<file path="config.mk">
export PLATFORM = sky130hd
export DESIGN_NAME = bill_acceptor_reply_parser_top
export DESIGN_NICKNAME = d
export VERILOG_FILES = /design/src/design/barp_pkg.sv /design/src/design/barp_front.sv /design/src/design/barp_back.sv /design/src/design/bill_acceptor_reply_parser_top.sv
export VERILOG_INCLUDE_DIRS = /design/src /design/src/design
export SDC_FILE = /design/constraint.sdc
export NUM_CORES = 1
export LEC_CHECK = 0
export ABC_AREA = 1
export BUFFER_PORTS_ARGS = -buffer_cell sky130_fd_sc_hd__buf_2
export CAP_MARGIN = 20
export CORE_UTILIZATION = 40
export DETAILED_ROUTE_END_ITERATION = 10
export PLACE_DENSITY = 0.6
export SLEW_MARGIN = 20
export SYNTH_ARGS = -nofsm -noshare
export SYNTH_HDL_FRONTEND = slang
export SYNTH_SLANG_ARGS = --single-unit
</file>
<file path="constraint.sdc">
create_clock -name aclk -period 6.2 [get_ports aclk]
set_clock_uncertainty 0.1 [all_clocks]
set_input_delay 0.93 -clock aclk [delete_from_list [all_inputs] [get_ports aclk]]
set_output_delay 0.93 -clock aclk [all_outputs]
set_load 0.05 [all_outputs]
</file>
<file path="src/design/assert_macros.svh">
// Assertion helper macros used by the RTL (barp_back)
`ifndef ASSERT_MACROS_SVH
`define ASSERT_MACROS_SVH

// Assert that a property holds on every clock edge, off during reset
`define ASSERT_CLK(label, clk, rstn, prop, msg) \
    label: assert property (@(posedge clk) disable iff (!rstn) prop) else $error(msg);

// Assert that a property holds on every clock edge, also during reset
`define ASSERT_ALWAYS(label, clk, prop, msg) \
    label: assert property (@(posedge clk) prop) else $error(msg);

`endif

</file>
<file path="src/design/barp_pkg.sv">
// ----------------------------------------------------------------------------
// barp_pkg
// Types, constants and decode functions for the bill acceptor reply parser.
// ----------------------------------------------------------------------------
package barp_pkg;

    localparam int MAX_ERROR_ENTRIES_DEF  = 10;
    localparam int MAX_REJECT_ENTRIES_DEF = 3;

    localparam logic [1:0] OP_BYTE  = 2'd0;
    localparam logic [1:0] OP_TICK  = 2'd1;
    localparam logic [1:0] OP_START = 2'd2;

    localparam logic [7:0] CH_ACK = 8'h06;
    localparam logic [7:0] CH_DC1 = 8'h11;
    localparam logic [7:0] CH_DC3 = 8'h13;
    localparam logic [7:0] CH_STX = 8'h02;
    localparam logic [7:0] CH_ETX = 8'h03;
    localparam logic [7:0] NONE_VAL = 8'hFF;
    localparam logic [15:0] EMPTY_DENOM = 16'd888;

    localparam logic [1:0] HS_NONE = 2'd0;
    localparam logic [1:0] HS_ACK  = 2'd1;
    localparam logic [1:0] HS_DC3  = 2'd2;
    localparam logic [1:0] HS_DC1  = 2'd3;

    localparam logic [1:0] FR_IDLE  = 2'd0;
    localparam logic [1:0] FR_TEXT  = 2'd1;
    localparam logic [1:0] FR_CHECK = 2'd2;
    localparam logic [1:0] FR_DONE  = 2'd3;

    localparam logic [0:0] CFG_EXPECTED_CMD  = 1'd0;
    localparam logic [0:0] CFG_TIMEOUT_TICKS = 1'd1;

    // Byte classes produced by the front end
    localparam logic [2:0] CL_NONE  = 3'd0;
    localparam logic [2:0] CL_START = 3'd1;
    localparam logic [2:0] CL_TICK  = 3'd2;
    localparam logic [2:0] CL_HS    = 3'd3;
    localparam logic [2:0] CL_STX   = 3'd4;
    localparam logic [2:0] CL_ETX   = 3'd5;
    localparam logic [2:0] CL_TEXT  = 3'd6;
    localparam logic [2:0] CL_OTHER = 3'd7;

    // Letter slots: 0..6 values, 7 E, 8 R, 9 none
    localparam logic [3:0] SLOT_E    = 4'd7;
    localparam logic [3:0] SLOT_R    = 4'd8;
    localparam logic [3:0] SLOT_NONE = 4'd9;

    typedef struct packed {
        logic [1:0] op;
        logic [7:0] rx_byte;
    } in_item_t;

    typedef struct packed {
        logic [2:0]  status_code;
        logic [7:0]  accept_state;
        logic [7:0]  denom_index;
        logic [7:0]  note_count;
        logic [31:0] misc_status;
        logic [7:0]  error_classes;
        logic [3:0]  error_count;
        logic [1:0]  reject_count;
        logic [15:0] work_mode;
        logic [15:0] denomination;
    } out_item_t;

    // Classified item passed from front to back
    typedef struct packed {
        logic [2:0] cls;
        logic [1:0] hs;
        logic [7:0] ch;
    } cls_item_t;

    function automatic logic [3:0] letter_slot(input logic [7:0] c);
        logic [3:0] s;
        unique case (c)
            8'h41: s = 4'd0;
            8'h44: s = 4'd1;
            8'h4C: s = 4'd2;
            8'h4E: s = 4'd3;
            8'h50: s = 4'd4;
            8'h53: s = 4'd5;
            8'h57: s = 4'd6;
            8'h45: s = SLOT_E;
            8'h52: s = SLOT_R;
            default: s = SLOT_NONE;
        endcase
        return s;
    endfunction

    function automatic logic [3:0] hex_val(input logic [7:0] c);
        logic [3:0] v;
        if (c >= 8'h30 && c <= 8'h39) v = 4'(c - 8'h30);
        else if (c >= 8'h41 && c <= 8'h46) v = 4'(c - 8'h37);
        else v = 4'd0;
        return v;
    endfunction

    function automatic logic [7:0] error_class_bit(input logic [7:0] code);
        logic [7:0] b;
        unique case (code)
            8'h01, 8'h02, 8'h04, 8'h05: b = 8'h01;
            8'h10: b = 8'h02;
            8'h0F: b = 8'h04;
            8'h54: b = 8'h08;
            8'h55: b = 8'h10;
            8'h56: b = 8'h20;
            8'h62: b = 8'h40;
            8'h82: b = 8'h80;
            default: b = 8'h00;
        endcase
        return b;
    endfunction

endpackage

</file>
<file path="src/design/barp_front.sv">
// ----------------------------------------------------------------------------
// barp_front
// Classifies input items and pushes them into a two-entry queue.
// ----------------------------------------------------------------------------
module barp_front
    import barp_pkg::*;
(
    input  logic      aclk,
    input  logic      aresetn,
    input  logic      s_valid,
    output logic      s_ready,
    input  in_item_t  s_data,
    output logic      q_valid,
    input  logic      q_ready,
    output cls_item_t q_data
);

    cls_item_t  cls_item;
    cls_item_t  mem_reg [2];
    logic [1:0] cnt_reg, cnt_next;
    logic       wr_ptr_reg, rd_ptr_reg;
    logic       push, pop;
    logic [7:0] b;

    // Classify one item
    always_comb begin
        b = s_data.rx_byte;
        cls_item.ch = b;
        cls_item.hs = HS_NONE;
        unique case (s_data.op)
            OP_BYTE: begin
                if (b == CH_ACK) begin
                    cls_item.cls = CL_HS;
                    cls_item.hs = HS_ACK;
                end else if (b == CH_DC3) begin
                    cls_item.cls = CL_HS;
                    cls_item.hs = HS_DC3;
                end else if (b == CH_DC1) begin
                    cls_item.cls = CL_HS;
                    cls_item.hs = HS_DC1;
                end else if (b == CH_STX) begin
                    cls_item.cls = CL_STX;
                end else if (b == CH_ETX) begin
                    cls_item.cls = CL_ETX;
                end else if ((b >= 8'h20 && b <= 8'h39) || (b >= 8'h40 && b <= 8'h5A)) begin
                    cls_item.cls = CL_TEXT;
                end else begin
                    cls_item.cls = CL_OTHER;
                end
            end
            OP_TICK:  cls_item.cls = CL_TICK;
            OP_START: cls_item.cls = CL_START;
            default:  cls_item.cls = CL_NONE;
        endcase
    end

    assign s_ready  = (cnt_reg != 2'd2);
    assign push     = s_valid && s_ready;
    assign q_valid  = (cnt_reg != 2'd0);
    assign pop      = q_valid && q_ready;
    assign q_data   = mem_reg[rd_ptr_reg];
    assign cnt_next = cnt_reg + 2'(push) - 2'(pop);

    // Queue storage
    always_ff @(posedge aclk) begin
        if (push) begin
            mem_reg[wr_ptr_reg] <= cls_item;
        end
    end

    // Queue pointers
    always_ff @(posedge aclk) begin
        if (!aresetn) begin
            cnt_reg    <= 2'd0;
            wr_ptr_reg <= 1'b0;
            rd_ptr_reg <= 1'b0;
        end else begin
            cnt_reg <= cnt_next;
            if (push) wr_ptr_reg <= ~wr_ptr_reg;
            if (pop)  rd_ptr_reg <= ~rd_ptr_reg;
        end
    end

endmodule

</file>
<file path="src/design/barp_back.sv">
// ----------------------------------------------------------------------------
// barp_back
// Runs the parse state and emits a result into an output register.
// ----------------------------------------------------------------------------
`include "assert_macros.svh"
module barp_back
    import barp_pkg::*;
#(
    parameter int MAX_ERROR_ENTRIES  = MAX_ERROR_ENTRIES_DEF,
    parameter int MAX_REJECT_ENTRIES = MAX_REJECT_ENTRIES_DEF
) (
    input  logic        aclk,
    input  logic        aresetn,
    input  logic [3:0]  expected_cmd,
    input  logic [15:0] timeout_ticks,
    input  logic        q_valid,
    output logic        q_ready,
    input  cls_item_t   q_data,
    output logic        m_valid,
    input  logic        m_ready,
    output out_item_t   m_data
);

    localparam logic [3:0] ERR_MAX = 4'(MAX_ERROR_ENTRIES);
    localparam logic [1:0] REJ_MAX = 2'(MAX_REJECT_ENTRIES);

    logic [1:0]  hs_reg, hs_next;
    logic [1:0]  fr_reg, fr_next;
    logic        fin_reg, fin_next;
    logic [7:0]  pos_reg, pos_next;
    logic [7:0]  letter_reg, letter_next;
    logic [7:0]  hex_reg, hex_next;
    logic [7:0]  gv_reg [7];
    logic [7:0]  gv_next [7];
    logic [3:0]  err_reg, err_next;
    logic [1:0]  rej_reg, rej_next;
    logic [7:0]  cls_reg, cls_next;
    logic [15:0] mode_reg, mode_next;
    logic [15:0] den_reg, den_next;
    logic        pfx_reg, pfx_next;
    logic        ndone_reg, ndone_next;
    logic [15:0] idle_reg, idle_next;
    logic        mv_reg;
    out_item_t   out_reg, out_next;
    logic        emit;
    logic        take;
    logic        match;
    logic [3:0]  slot, gslot;
    logic [1:0]  sub;
    logic [7:0]  c;
    logic [19:0] dprod;

    assign q_ready = !mv_reg || m_ready;
    assign take    = q_valid && q_ready;
    assign m_valid = mv_reg;
    assign m_data  = out_reg;

    // Next state for one item
    always_comb begin
        hs_next = hs_reg; fr_next = fr_reg; fin_next = fin_reg;
        pos_next = pos_reg; letter_next = letter_reg; hex_next = hex_reg;
        gv_next = gv_reg; err_next = err_reg; rej_next = rej_reg;
        cls_next = cls_reg; mode_next = mode_reg; den_next = den_reg;
        pfx_next = pfx_reg; ndone_next = ndone_reg; idle_next = idle_reg;
        emit = 1'b0; out_next = '0; match = 1'b0;
        c = q_data.ch; sub = pos_reg[1:0];
        slot = letter_slot(c); gslot = letter_slot(letter_reg);
        dprod = 20'(den_reg) * 20'd10 + 20'(c - 8'h30);
        if (q_data.cls == CL_START) begin
            hs_next = HS_NONE; fr_next = FR_IDLE; fin_next = 1'b0; idle_next = '0;
            pos_next = '0; letter_next = '0; hex_next = '0;
            for (int i = 0; i < 7; i++) gv_next[i] = NONE_VAL;
            err_next = '0; rej_next = '0; cls_next = '0; mode_next = '0;
            den_next = '0; pfx_next = 1'b1; ndone_next = 1'b0;
        end else if (!fin_reg && q_data.cls == CL_TICK) begin
            if (idle_reg != 16'hFFFF) idle_next = idle_reg + 16'd1;
            if (idle_next >= timeout_ticks) begin
                fin_next = 1'b1;
                emit = 1'b1;
                out_next.status_code = 3'(hs_reg) + 3'd1;
            end
        end else if (!fin_reg && q_data.cls != CL_NONE && q_data.cls != CL_TICK) begin
            idle_next = '0;
            // Handle the byte
            if (fr_reg == FR_CHECK) begin
                fr_next = FR_DONE;
            end else if (q_data.cls == CL_HS) begin
                hs_next = q_data.hs;
            end else if (q_data.cls == CL_STX) begin
                fr_next = FR_TEXT;
                pos_next = '0; letter_next = '0; hex_next = '0;
                for (int i = 0; i < 7; i++) gv_next[i] = NONE_VAL;
                err_next = '0; rej_next = '0; cls_next = '0; mode_next = '0;
                den_next = '0; pfx_next = 1'b1; ndone_next = 1'b0;
            end else if (q_data.cls == CL_ETX && fr_reg == FR_TEXT) begin
                fr_next = FR_CHECK;
            end else if (q_data.cls == CL_TEXT && fr_reg == FR_TEXT && pos_reg != 8'hFF) begin
                // Decode a kept character
                if (sub == 2'd0) begin
                    hex_next = '0;
                    letter_next = '0;
                    if (slot < SLOT_E) begin
                        gv_next[slot[2:0]] = '0;
                        letter_next = c;
                    end else if (slot == SLOT_E) begin
                        if (err_reg < ERR_MAX) begin
                            err_next = err_reg + 4'd1;
                            letter_next = c;
                        end
                    end else if (slot == SLOT_R) begin
                        if (rej_reg < REJ_MAX) rej_next = rej_reg + 2'd1;
                    end
                end else if (sub != 2'd3) begin
                    if (sub == 2'd1) hex_next = {hex_val(c), 4'd0};
                    else hex_next = hex_reg + 8'(hex_val(c));
                    if (gslot < SLOT_E) gv_next[gslot[2:0]] = hex_next;
                    else if (gslot == SLOT_E && sub == 2'd2)
                        cls_next = cls_reg | error_class_bit(hex_next);
                end
                if (pos_reg == 8'd1) mode_next[15:8] = c;
                if (pos_reg == 8'd2) mode_next[7:0] = c;
                if (pos_reg == 8'd0 && c != 8'h43) pfx_next = 1'b0;
                if (pos_reg == 8'd1 && c != 8'h4E) pfx_next = 1'b0;
                if (pos_reg == 8'd2 && c != 8'h59) pfx_next = 1'b0;
                if (pos_reg >= 8'd4 && !ndone_reg) begin
                    if (c >= 8'h30 && c <= 8'h39)
                        den_next = (dprod > 20'hFFFF) ? 16'hFFFF : dprod[15:0];
                    else
                        ndone_next = 1'b1;
                end
                pos_next = pos_reg + 8'd1;
            end
            // Check for the awaited reply
            unique case (expected_cmd)
                4'd1, 4'd11, 4'd12, 4'd13, 4'd14, 4'd15: match = (hs_next == HS_DC1);
                4'd2, 4'd3, 4'd4, 4'd9, 4'd10:           match = (hs_next == HS_ACK);
                4'd5, 4'd7, 4'd8:                        match = (fr_next >= FR_CHECK);
                4'd6:    match = (fr_next >= FR_CHECK) && (pos_next != 8'd0);
                default: match = 1'b0;
            endcase
            if (match) begin
                fin_next = 1'b1;
                emit = 1'b1;
                out_next.accept_state  = gv_next[0];
                out_next.denom_index   = gv_next[1];
                out_next.note_count    = gv_next[3];
                out_next.misc_status   = {gv_next[2], gv_next[4], gv_next[5], gv_next[6]};
                out_next.error_classes = cls_next;
                out_next.error_count   = err_next;
                out_next.reject_count  = rej_next;
                out_next.work_mode     = mode_next;
                out_next.denomination  = (pos_next >= 8'd3 && pfx_next) ? den_next
                                                                          : EMPTY_DENOM;
            end
        end
    end

    // Parse state
    always_ff @(posedge aclk) begin
        if (!aresetn) begin
            hs_reg <= HS_NONE; fr_reg <= FR_IDLE; fin_reg <= 1'b1;
            pos_reg <= '0; letter_reg <= '0; hex_reg <= '0;
            for (int i = 0; i < 7; i++) gv_reg[i] <= NONE_VAL;
            err_reg <= '0; rej_reg <= '0; cls_reg <= '0; mode_reg <= '0;
            den_reg <= '0; pfx_reg <= 1'b1; ndone_reg <= 1'b0; idle_reg <= '0;
        end else if (take) begin
            hs_reg <= hs_next; fr_reg <= fr_next; fin_reg <= fin_next;
            pos_reg <= pos_next; letter_reg <= letter_next; hex_reg <= hex_next;
            gv_reg <= gv_next;
            err_reg <= err_next; rej_reg <= rej_next; cls_reg <= cls_next;
            mode_reg <= mode_next; den_reg <= den_next; pfx_reg <= pfx_next;
            ndone_reg <= ndone_next; idle_reg <= idle_next;
        end
    end

    // Output register
    always_ff @(posedge aclk) begin
        if (!aresetn) begin
            mv_reg <= 1'b0;
        end else if (take) begin
            mv_reg <= emit;
        end else if (m_ready) begin
            mv_reg <= 1'b0;
        end
    end

    always_ff @(posedge aclk) begin
        if (take && emit) out_reg <= out_next;
    end

    `ASSERT_CLK(a_emit_sets_fin, aclk, aresetn, (take && emit) |=> fin_reg, "result without finish")
    `ASSERT_CLK(a_err_sat, aclk, aresetn, err_reg <= ERR_MAX, "error count above limit")
    `ASSERT_CLK(a_out_hold, aclk, aresetn, (m_valid && !m_ready) |=> $stable(out_reg), "result changed while stalled")

endmodule

</file>
<file path="src/design/bill_acceptor_reply_parser_top.sv">
// ----------------------------------------------------------------------------
// bill_acceptor_reply_parser_top
// Bill acceptor reply parser: byte-wise reply decode with match and timeout.
// ----------------------------------------------------------------------------
// Usage:
//   s_ channel carries one item per handshake: op (byte, tick, start) and
//   rx_byte. m_ channel carries at most one result per item, when the awaited
//   reply arrives or the tick count reaches timeout_ticks.
//   cfg_we / cfg_index / cfg_data write expected_cmd (0) and timeout_ticks (1).
//   An item enters a two-entry queue; the parse stage takes it from the
//   queue and loads its result into the output register in that same
//   cycle, and the output register drives m_valid.
//   Throughput: one item per cycle while no result is held or m_ready is high.
//   After reset the parser is finished: only a start item begins a
//   transaction; registers reset to expected_cmd 1, timeout_ticks 1000.
//   When m_ready is low the result holds, the parse stage stops and the queue
//   fills, then s_ready drops.
// ----------------------------------------------------------------------------
module bill_acceptor_reply_parser_top
    import barp_pkg::*;
#(
    parameter int MAX_ERROR_ENTRIES  = MAX_ERROR_ENTRIES_DEF,
    parameter int MAX_REJECT_ENTRIES = MAX_REJECT_ENTRIES_DEF
) (
    input  logic        aclk,
    input  logic        aresetn,
    input  logic        cfg_we,
    input  logic [0:0]  cfg_index,
    input  logic [15:0] cfg_data,
    input  logic        s_valid,
    output logic        s_ready,
    input  in_item_t    s_data,
    output logic        m_valid,
    input  logic        m_ready,
    output out_item_t   m_data
);

    logic [3:0]  cmd_reg;
    logic [15:0] tmo_reg;
    logic        q_valid, q_ready;
    cls_item_t   q_data;

    // Configuration registers
    always_ff @(posedge aclk) begin
        if (!aresetn) begin
            cmd_reg <= 4'd1;
            tmo_reg <= 16'd1000;
        end else if (cfg_we) begin
            unique case (cfg_index)
                CFG_EXPECTED_CMD:  cmd_reg <= cfg_data[3:0];
                CFG_TIMEOUT_TICKS: tmo_reg <= cfg_data;
                default: ;
            endcase
        end
    end

    barp_front u_front (
        .aclk    (aclk),
        .aresetn (aresetn),
        .s_valid (s_valid),
        .s_ready (s_ready),
        .s_data  (s_data),
        .q_valid (q_valid),
        .q_ready (q_ready),
        .q_data  (q_data)
    );

    barp_back #(
        .MAX_ERROR_ENTRIES  (MAX_ERROR_ENTRIES),
        .MAX_REJECT_ENTRIES (MAX_REJECT_ENTRIES)
    ) u_back (
        .aclk          (aclk),
        .aresetn       (aresetn),
        .expected_cmd  (cmd_reg),
        .timeout_ticks (tmo_reg),
        .q_valid       (q_valid),
        .q_ready       (q_ready),
        .q_data        (q_data),
        .m_valid       (m_valid),
        .m_ready       (m_ready),
        .m_data        (m_data)
    );

endmodule
</file>
**Yosys cells after proc, flatten, opt, wreduce, memory -nomap -nowiden**

Memory sizes are Yosys's and may differ from the RTL's. A register that Yosys moved wholly into a read port is not among the register bits.
Index checks and enable logic that the tools add are counted.

- Flip-flop bits (word level): 279
- Latch bits: 0
- Bits of input ports: 32
- Memory bits (writable): 26
- Memories: 1
- ROM bits: 0

Memory list:

| memory | words | bits a word | rd ports | clocked after memory_dff | wr ports | line | RTL |
|---|---|---|---|---|---|---|---|
| u_front.mem_reg | 2 | 13 | 1 | 1 | 1 | barp_front.sv:19 | `cls_item_t mem_reg [2];` |

- Divide/modulo/power cells: 0
- Mux-type cells: 225
- $mul: 1
- Shifts and indexed selects: 0
- Reduce and logical (&&, ||, !) cells: 56
- Magnitude comparators: 21
- Equal/unequal tests: 82
- $add $sub $neg: 12
- Bitwise logic cells: 13

Operators with widths:

| kind | number |
|---|---|
| two-way mux 56 bit | 12 |
| two-way mux 8 bit | 72 |
| two-way mux 16 bit | 25 |
| == test 8 x 7 -> 1 bit (second input constant) | 22 |
| two-way mux 4 bit | 25 |
| one-hot mux 4 bit (9 select lines) | 2 |
| two-way mux 2 bit | 34 |
| one-hot mux 8 bit (8 select lines) | 1 |
| AND 56 bit | 1 |
| bitwise mux 56 bit | 1 |
| inverter 56 bit | 1 |
| demux 8 bit (select 3 bit) | 2 |
| two-way mux 1 bit | 44 |
| == test 4 bit (second input constant) | 9 |
| == test 8 x 2 -> 1 bit (second input constant) | 4 |
| == test 4 x 3 -> 1 bit (second input constant) | 6 |
| == test 8 x 3 -> 1 bit (second input constant) | 3 |
| == test 8 x 5 -> 1 bit (second input constant) | 3 |
| inequality test 8 x 7 -> 1 bit (second input constant) | 3 |
| logical AND 1 bit | 22 |
| adder 20 bit | 1 |
| > comparator 20 x 16 -> 1 bit (second input constant) | 1 |
| multiplier 16 x 3 -> 19 bit (second input constant) | 1 |
| nonzero test 3 bit | 6 |
| 64 further kinds | 109 |

**Longest topological paths before layout**

Gate-level depths: netlist (run 1).

- Depth in word-level cells: 55
- Depth in mapped cells: 35
- Depth with buffers taken out: 33

**By module**

From an unflattened synthesis (run 1), not the netlist that was laid out.

- Cell total of the unflattened synthesis: 2802
- Area total of the unflattened synthesis: 19362.3 um^2

By module, submodules not included:

| module | area each (um^2) | instances | cells each | seq. area each (um^2) |
|---|---|---|---|---|
| barp_back | 17270.3 | 1 | 2596 | 6155.9 |
| barp_front | 1353.8 | 1 | 111 | 880.8 |
| bill_acceptor_reply_parser_top | 738.2 | 1 | 95 | 400.4 |

**Least setup slack after synthesis (run 1)**

No wires, ideal clock.

- Path kind: register to register
- Start point: register u_back.idle_reg[0]
- End point: register u_back.out_reg (netlist bit u_back.m_data[0]) (enable)
- Data required time: 5642 ps
- Buffers on the path: 0
- Data arrival time: 4828 ps
- Setup slack: 814 ps
- Setup time: 458 ps
- Stages on the path, launching flop included: 20
- Period minus slack after synthesis: 5386 ps
- Path through: dfxtp_1 > ha_1 > inv_1 > nor4_1 > nand2_1 > nor2_1 > nand2_1 > inv_1 > nor2_1 > xor2_1 > ha_1 > nand2_1 > o21a_1 > o221ai_1 > nand2_1 > nand3_1 > o21ai_0 > inv_1 > nand3_1 > inv_1

- Word-level cells in the longest chain between the ends: 9
- Elaborated cells on any way between the ends: 10

Ends and longest elaborated chain:

| element | line | RTL |
|---|---|---|
| start: declaration | barp_back.sv:42 | `logic [15:0] idle_reg, idle_next;` |
| start signal: assignment | barp_back.sv:172 | `ndone_reg <= ndone_next; idle_reg <= idle_next;` |
| adder 16 x 1 -> 16 bit or inequality test 16 bit (tied branches) | barp_back.sv:76 | `if (idle_reg != 16'hFFFF) idle_next = idle_reg + 16'd1;` |
| two-way mux 16 bit * | barp_back.sv:76 |  |
| two-way mux 16 bit * | barp_back.sv:75 | `end else if (!fin_reg && q_data.cls == CL_TICK) begin` |
| two-way mux 16 bit * | barp_back.sv:69 | `if (q_data.cls == CL_START) begin` |
| greater-or-equal comparator 16 bit * | barp_back.sv:77 | `if (idle_next >= timeout_ticks) begin` |
| two-way mux 1 bit * | barp_back.sv:77 |  |
| two-way mux 1 bit * | barp_back.sv:75 |  |
| two-way mux 1 bit * | barp_back.sv:69 |  |
| logical AND 1 bit * | barp_back.sv:188 | `if (take && emit) out_reg <= out_next;` |
| end signal: assignment | barp_back.sv:188 |  |
| end: declaration | barp_back.sv:44 | `out_item_t out_reg, out_next;` |

Every way passes the cells marked *; elsewhere a longest branch is shown, timed or not. The select of a mux whose other input is x is not followed.
A chain may end at the register's enable or synchronous reset.

**Worst setup path after layout (run 1)**

- Start point: register u_back.den_reg[1]
- End point: register u_back.out_reg (netlist bit u_back.m_data[9]), data pin

- Word-level cells in the longest chain between the ends: 12

Ends and longest elaborated chain:

| element | line | RTL |
|---|---|---|
| start: declaration | barp_back.sv:39 | `logic [15:0] den_reg, den_next;` |
| start signal: assignment | barp_back.sv:171 | `mode_reg <= mode_next; den_reg <= den_next; pfx_reg <= pfx_next;` |
| multiplier 16 x 3 -> 19 bit * | barp_back.sv:68 | `dprod = 20'(den_reg) * 20'd10 + 20'(c - 8'h30);` |
| adder 20 bit * | barp_back.sv:68 |  |
| > comparator 20 x 16 -> 1 bit | barp_back.sv:127 | `den_next = (dprod > 20'hFFFF) ? 16'hFFFF : dprod[15:0];` |
| two-way mux 16 bit * | barp_back.sv:127 |  |
| two-way mux 16 bit * | barp_back.sv:126 | `if (c >= 8'h30 && c <= 8'h39)` |
| two-way mux 16 bit * | barp_back.sv:125 | `if (pos_reg >= 8'd4 && !ndone_reg) begin` |
| two-way mux 16 bit * | barp_back.sv:97 | `end else if (q_data.cls == CL_TEXT && fr_reg == FR_TEXT && pos_reg != 8'hFF) begin` |
| two-way mux 16 bit * | barp_back.sv:95 | `end else if (q_data.cls == CL_ETX && fr_reg == FR_TEXT) begin` |
| two-way mux 16 bit * | barp_back.sv:89 | `end else if (q_data.cls == CL_STX) begin` |
| two-way mux 16 bit * | barp_back.sv:87 | `end else if (q_data.cls == CL_HS) begin` |
| two-way mux 16 bit * | barp_back.sv:85 | `if (fr_reg == FR_CHECK) begin` |
| two-way mux 10 bit * | barp_back.sv:152 | `out_next.denomination = (pos_next >= 8'd3 && pfx_next) ? den_next` |

Every way passes the cells marked *; elsewhere a longest branch is shown, timed or not.

==> flow_metrics.py, run 1 <==
metrics = {
    "run_status": {
        "outcome": "completed",
    },
    "floorplanning": {
        "core-area_sq_um": 49000,
        "start_util_pct": 40.6,
        "fp-row-count": 81,
        "die_w_um": 225,
        "die_h_um": 225,
        "dieArea_sq_um": 50600,
        "ios": 139,
    },
    "clocking": {
        "post_cts_resize_count": 0,
        "cts.reportedPaths.clkPinSlew_ns": 0.07,
        "cts_made_buffers": 38,
        "root_buffer": "clkbuf_16",
        "clock_sinks": 306,
        "postCtsSetupRepairBufs": 0,
        "cts_tree": "yes",
        "cts_buffer_depth": 3,
        "htree_num_levels": 2,
        "ctsHoldBuffers": 0,
        "clk-insertion-delay-late_ns": 0.58,
    },
    "routing": {
        "first_pass_iters": 6,
        "vias": 19344,
        "vias_per_cell": 5.28,
        "ant_nets": 0,
        "wl_per_cell_um": 16.5,
        "drc": 0,
        "routed_wl_um": 60400,
        "drt-initial-drc-count": 1527,
    },
    "timing": {
        "timing.setup.tns_ns": 0,
        "maxSlewViolCount": 0,
        "rsz0062_at_grt": "false",
        "min_period_over_period_pct": 87.4,
        "tightest_slew_ns": 1.09,
        "finalSetupViolCount": 0,
        "hold_viol": 0,
        "max-slew-margin-rel_pct": 27.1,
        "fmax_mhz": 185,
        "post-route-min-period_ns": 5.42,
    },
    "synth": {
        "syn_nets": 3018,
        "synth-seq-area-share_pct": 37.4,
        "ys.flop_type": "dfxtp_1",
        "synth_xor_area_share_pct": 1.85,
        "yosys_register_bits": 306,
        "synthAdderAreaFrac_pct": 5.59,
        "synthMuxAreaShare_pct": 0.0503,
        "synthArstFlopShare_pct": 0,
        "synthSimpleGateAreaFrac_pct": 32.5,
        "syn_area_per_cell_sq_um": 6.86,
        "synth_compound_area_share_pct": 14.1,
        "synth_top_family_by_area": "simple AND/OR/NAND/NOR gates",
        "synth-edff-count": 131,
        "ys.warnings.count": 0,
        "netlist_instances": 2899,
        "synth.distinct_cells": 57,
        "synth_area_sq_um": 19900,
    },
    "run": {
        "maxCapViolCount": 0,
    },
    "power_and_ir_drop": {
        "power.total_mw": 6.90,
        "leakage_nw": 10.3,
        "vdd_drop_max_mv": 0.174,
        "p_per_area_nw_per_um2": 309,
    },
    "critical_path": {
        "cp_common_cell": "nand2_1",
        "path_class": "reg2reg",
        "cp-end-kind": "flop",
        "rr_worst_depth": 30,
        "cp.arrival_ns": 5.63,
        "timing.rr.start": "u_back.den_reg[1]",
        "reg2reg_slack_ns": 0.78,
        "cp-start-kind": "flop",
        "path_max_fanout": 15,
        "worst_ep_required_time_ns": 6.41,
        "crit_path_max_incr_delay_ns": 0.49,
        "r2r-end": "u_back.m_data[9]",
        "startpoint": "u_back.den_reg[1]",
        "cpMaxStageDelayCell": "dfxtp_1",
    },
    "layout": {
        "final_cell_mix": "nand2_1, a21oi_1, inv_1",
        "fin_area_sq_um": 22300,
        "final_common_cell": "nand2_1",
        "diodes": 0,
        "nNetsFinal": 3091,
        "drive_gt1_share_pct": 10.3,
        "syn_to_final_growth_pct": 12.2,
        "largest_reg_flops": 105,
    },
    "global_route": {
        "grt_usage_pct": 23.7,
        "grt_pass1_wl_um": 96300,
        "grt.overflow.total": 0,
        "grt_pass1_vias": 18429,
        "grt_max_degree": 91,
        "antenna_found_initial": 0,
    },
    "worst_hold_path": {
        "hp-start": "u_front.rd_ptr_reg",
        "holdPathStages": 1,
        "hp-class": "reg2reg",
    },
    "placement": {
        "place_area_sq_um": 21000,
        "gp_congestion": 0.928,
        "dp_hpwl_um": 40200,
        "port_buffers": 138,
    },
}
final cells by class:
cell class | instances | area [sq um]
sequential | 306 | 7440
multi-input combinational | 2167 | 10800
clock buffer | 51 | 1030
timing repair buffer | 163 | 891
tap | 664 | 831
inverter | 296 | 1120
clock inverter | 16 | 209
fill | 4974 | 26700
worst max-delay path: cells and delay by family, from the launching register on:
kind                       cells  cell delay [ns]
and+or+nand+nor               18             2.38
adders and majority gates      4             1.30
AOI/OAI and AO/OA              4             0.54
DFF                            1             0.49
buffers and inverters          3             0.19
xor gates and xnor gates       1             0.16
through the flow:
stage | utilization, % | setup slack (ns) | instances | hold WS [ns]
floorplan | - | 0.814 | 2899 | 0.326
global placement | 43.0 | 1.04 | 3596 | 0.338
detailed placement | 43.0 | 0.883 | 3596 | 0.342
CTS | 45.5 | 0.845 | 3663 | 0.348
global route | 45.6 | 0.292 | 3663 | 0.379
finish | 45.6 | 0.782 | 3663 | 0.351
kinds of logic (layout without fill, tap and decap cells):
kind of cell,Yosys count,count (layout)
xor gates and xnor gates,42,42
DFF,306,306
and+or+nand+nor,1539,1539
buffers and inverters,426,526
AOI/OAI and AO/OA,498,498
adders and majority gates,87,87
muxes,1,1
Yosys cell counts (5+ instances only):
master    count  area, sq um
inv_1       282         1060
edfxtp_1    131         3930
nor4_1        6         37.5
xor2_1       34          298
nand2_4       5         56.3
buf_4         5         37.5
nor3_1       21          105
o21ai_1       7         35.0
o21bai_1     13         97.6
xnor2_1       8         70.1
or2_2        12         75.1
nand3_1     180          901
ha_1         84         1050
a211oi_1     35          263
inv_2        12         45.0
nand4_1      48          300
nor2_1      229          860
buf_2        21          105
o211ai_1     20          150
nand2_2      19          119
dfxtp_1     175         3500
clkbuf_1     79          297
nor2_2        9         56.3
nand3_2       5         50.1
a21oi_1     282         1410
buf_1        18         67.6
o21ai_0      97          485
nand2_1     988         3710
buf_6         7         78.8
o21a_1       19          143
nor2_4        5         56.3
power by group:
group | internal (mW) | switching [mW] | leakage, nW
Sequential | 2.26 | 0.139 | 2.86
Combinational | 0.585 | 1.64 | 6.87
Clock | 1.34 | 0.928 | 0.598
per-layer routing:
layer	track usage (%)	wire length [um]	vias up
met5	0	0	-
met4	8.54	1700	0
met3	3.21	3940	110
met2	39.0	27500	637
met1	31.8	27200	8968
li1	-	-	9629
how the worst max path moves through the flow:
stage	to	slack [ns]	cells past startpoint
after detailed placement	u_back.m_data[9]	0.88	30
after floorplan	u_back.m_data[0]	0.81	19
after global routing	u_back.m_data[9]	0.29	30
final	u_back.m_data[9]	0.78	30
after CTS	u_back.m_data[9]	0.84	30
after global placement	u_back.m_data[5]	1.04	30
(Power assumes the default switching activity.)
==> run 2, diff against run 1 <==
CORE_ASPECT_RATIO = 0.5   (was default)
==> run 2 against run 1 <==
  * Die area increased by 0.11%
  * Hold slack improved by 0.0083 ns
  * Sequential share of layout area increased by 0.35 points
  * Utilization decreased by 0.32 points
  * First-iteration DRC count increased by 16%
  * Maximum frequency increased by 1.8%
  * Clock power decreased by 18%
  * Worst setup slack improved by 0.094 ns
  * Critical path type unchanged
==> flow_metrics.py, run 2 (same netlist as run 1, synthesis figures left out) <==
metrics = {
    "run_status": {
        "outcome": "completed",
    },
    "layout": {
        "regArea_sq_um": 7440,
        "fillCellCount": 5041,
        "final_common_cell": "nand2_1",
        "syn_to_final_growth_pct": 11.0,
        "largest_reg_flops": 105,
        "multi_input_area_sq_um": 10800,
        "diodes": 0,
        "nNetsFinal": 3088,
        "drive_gt1_share_pct": 10.2,
        "final_cell_mix": "nand2_1, a21oi_1, inv_1",
    },
    "clocking": {
        "root_buffer": "clkbuf_16",
        "postCtsSetupRepairBufs": 0,
        "cts.reportedPaths.clkPinSlew_ns": 0.07,
        "cts_tree": "yes",
        "ctsHoldBuffers": 0,
        "htree_num_levels": 1,
        "post_cts_resize_count": 0,
        "clk-insertion-delay-late_ns": 0.60,
        "cts_made_buffers": 31,
        "clock_sinks": 306,
        "cts_buffer_depth": 3,
    },
    "timing": {
        "maxSlewViolCount": 0,
        "tightest_slew_ns": 0.874,
        "timing.setup.tns_ns": 0,
        "rsz0062_at_grt": "false",
        "post-route-min-period_ns": 5.32,
        "max-slew-margin-rel_pct": 41.5,
        "min_period_over_period_pct": 85.9,
        "hold_viol": 0,
        "fmax_mhz": 188,
        "finalSetupViolCount": 0,
    },
    "critical_path": {
        "worst_ep_required_time_ns": 6.43,
        "reg2reg_slack_ns": 0.88,
        "rr_worst_depth": 30,
        "path_max_fanout": 15,
        "crit_path_end": "u_back.m_data[6]",
        "r2r-end": "u_back.m_data[6]",
        "cp.arrival_ns": 5.55,
        "cp-start-kind": "flop",
        "cp_common_cell": "nand2_1",
        "timing.rr.start": "u_back.den_reg[1]",
        "path_class": "reg2reg",
        "startpoint": "u_back.den_reg[1]",
        "cp-end-kind": "flop",
        "crit_path_max_incr_delay_ns": 0.47,
        "cpMaxStageDelayCell": "dfxtp_1",
    },
    "placement": {
        "gp_congestion": 0.942,
        "port_buffers": 138,
        "dp_hpwl_um": 39500,
    },
    "run": {
        "maxCapViolCount": 0,
    },
    "floorplanning": {
        "core-area_sq_um": 48800,
        "ios": 139,
        "dieArea_sq_um": 50700,
        "die_h_um": 160,
        "die_w_um": 317,
        "start_util_pct": 40.8,
        "fp-row-count": 57,
    },
    "routing": {
        "routed_wl_um": 57800,
        "vias_per_cell": 5.22,
        "met3WireLength_um": 3380,
        "top_layer": "met4",
        "vias": 19010,
        "first_pass_iters": 6,
        "drt-initial-drc-count": 1774,
        "route.met2.wl_um": 25400,
        "wl_per_cell_um": 15.9,
        "ant_nets": 0,
        "drc": 0,
        "wl_met1_um": 28100,
    },
    "global_route": {
        "grt_max_degree": 93,
        "grt_pass1_wl_um": 92400,
        "grt_usage_pct": 22.5,
        "antenna_found_initial": 1,
        "grt_pass1_vias": 17301,
        "grt.overflow.total": 0,
    },
    "power_and_ir_drop": {
        "p_per_area_nw_per_um2": 294,
        "vdd_drop_max_mv": 0.255,
        "leakage_nw": 10.2,
        "power.total_mw": 6.49,
    },
    "worst_hold_path": {
        "hp-class": "reg2reg",
    },
}
==> run 2: power breakdown <==
group / internal (mW) / switching [mW] / total, mW
Combinational: 0.601 / 1.64 / 2.24
Sequential: 2.26 / 0.119 / 2.38
Clock: 1.01 / 0.860 / 1.87
==> run 2: cell type report <==
type                       count  share of cell area, %
clock buffer                  39                   3.84
clock inverter                18                  0.584
inverter                     296                   5.06
multi-input combinational   2167                   48.8
sequential                   306                   33.7
tap                          649                   3.68
timing repair buffer         167                   4.32
==> run 2: worst min-delay path by stage <==
stage	start	to	slack (ns)	depth (start not counted)
after floorplan	u_front.rd_ptr_reg	flop	0.33	1
after global placement	u_front.rd_ptr_reg	u_front.rd_ptr_reg	0.34	1
after detailed placement	u_back.fin_reg	u_back.fin_reg	0.34	2
after CTS	u_front.rd_ptr_reg	u_front.rd_ptr_reg	0.36	1
after global routing	tmo_reg[13]	tmo_reg[13]	0.39	2
final	u_back.fin_reg	u_back.fin_reg	0.36	2
==> run 2: critical path, delay by kind of cell, from the launching register on <==
family / cells / cell delay [ns]
fa+ha+maj: 4 / 1.27
xor+xnor: 1 / 0.15
flops: 1 / 0.47
buf+inv: 3 / 0.18
simple gates: 18 / 2.38
compound gates: 4 / 0.52
==> run 2: per-stage QoR <==
step	worst slack [ns]	area, sq um	std cells	utilization (%)	hold WS, ns
after CTS	0.907	22100	3641	45.2	0.360
after detailed placement	0.952	21100	3584	43.2	0.344
after floorplan	0.814	19900	2899	-	0.326
final	0.876	22100	3642	45.2	0.359
after global placement	1.04	21100	3584	43.2	0.337
after global routing	0.270	22100	3642	45.2	0.389
==> run 2: layer usage <==
metal	vias to the layer above	GRT usage, %
met5	-	0
met1	8876	33.3
met3	55	2.84
met2	464	34.8
met4	0	4.65
li1	9615	-
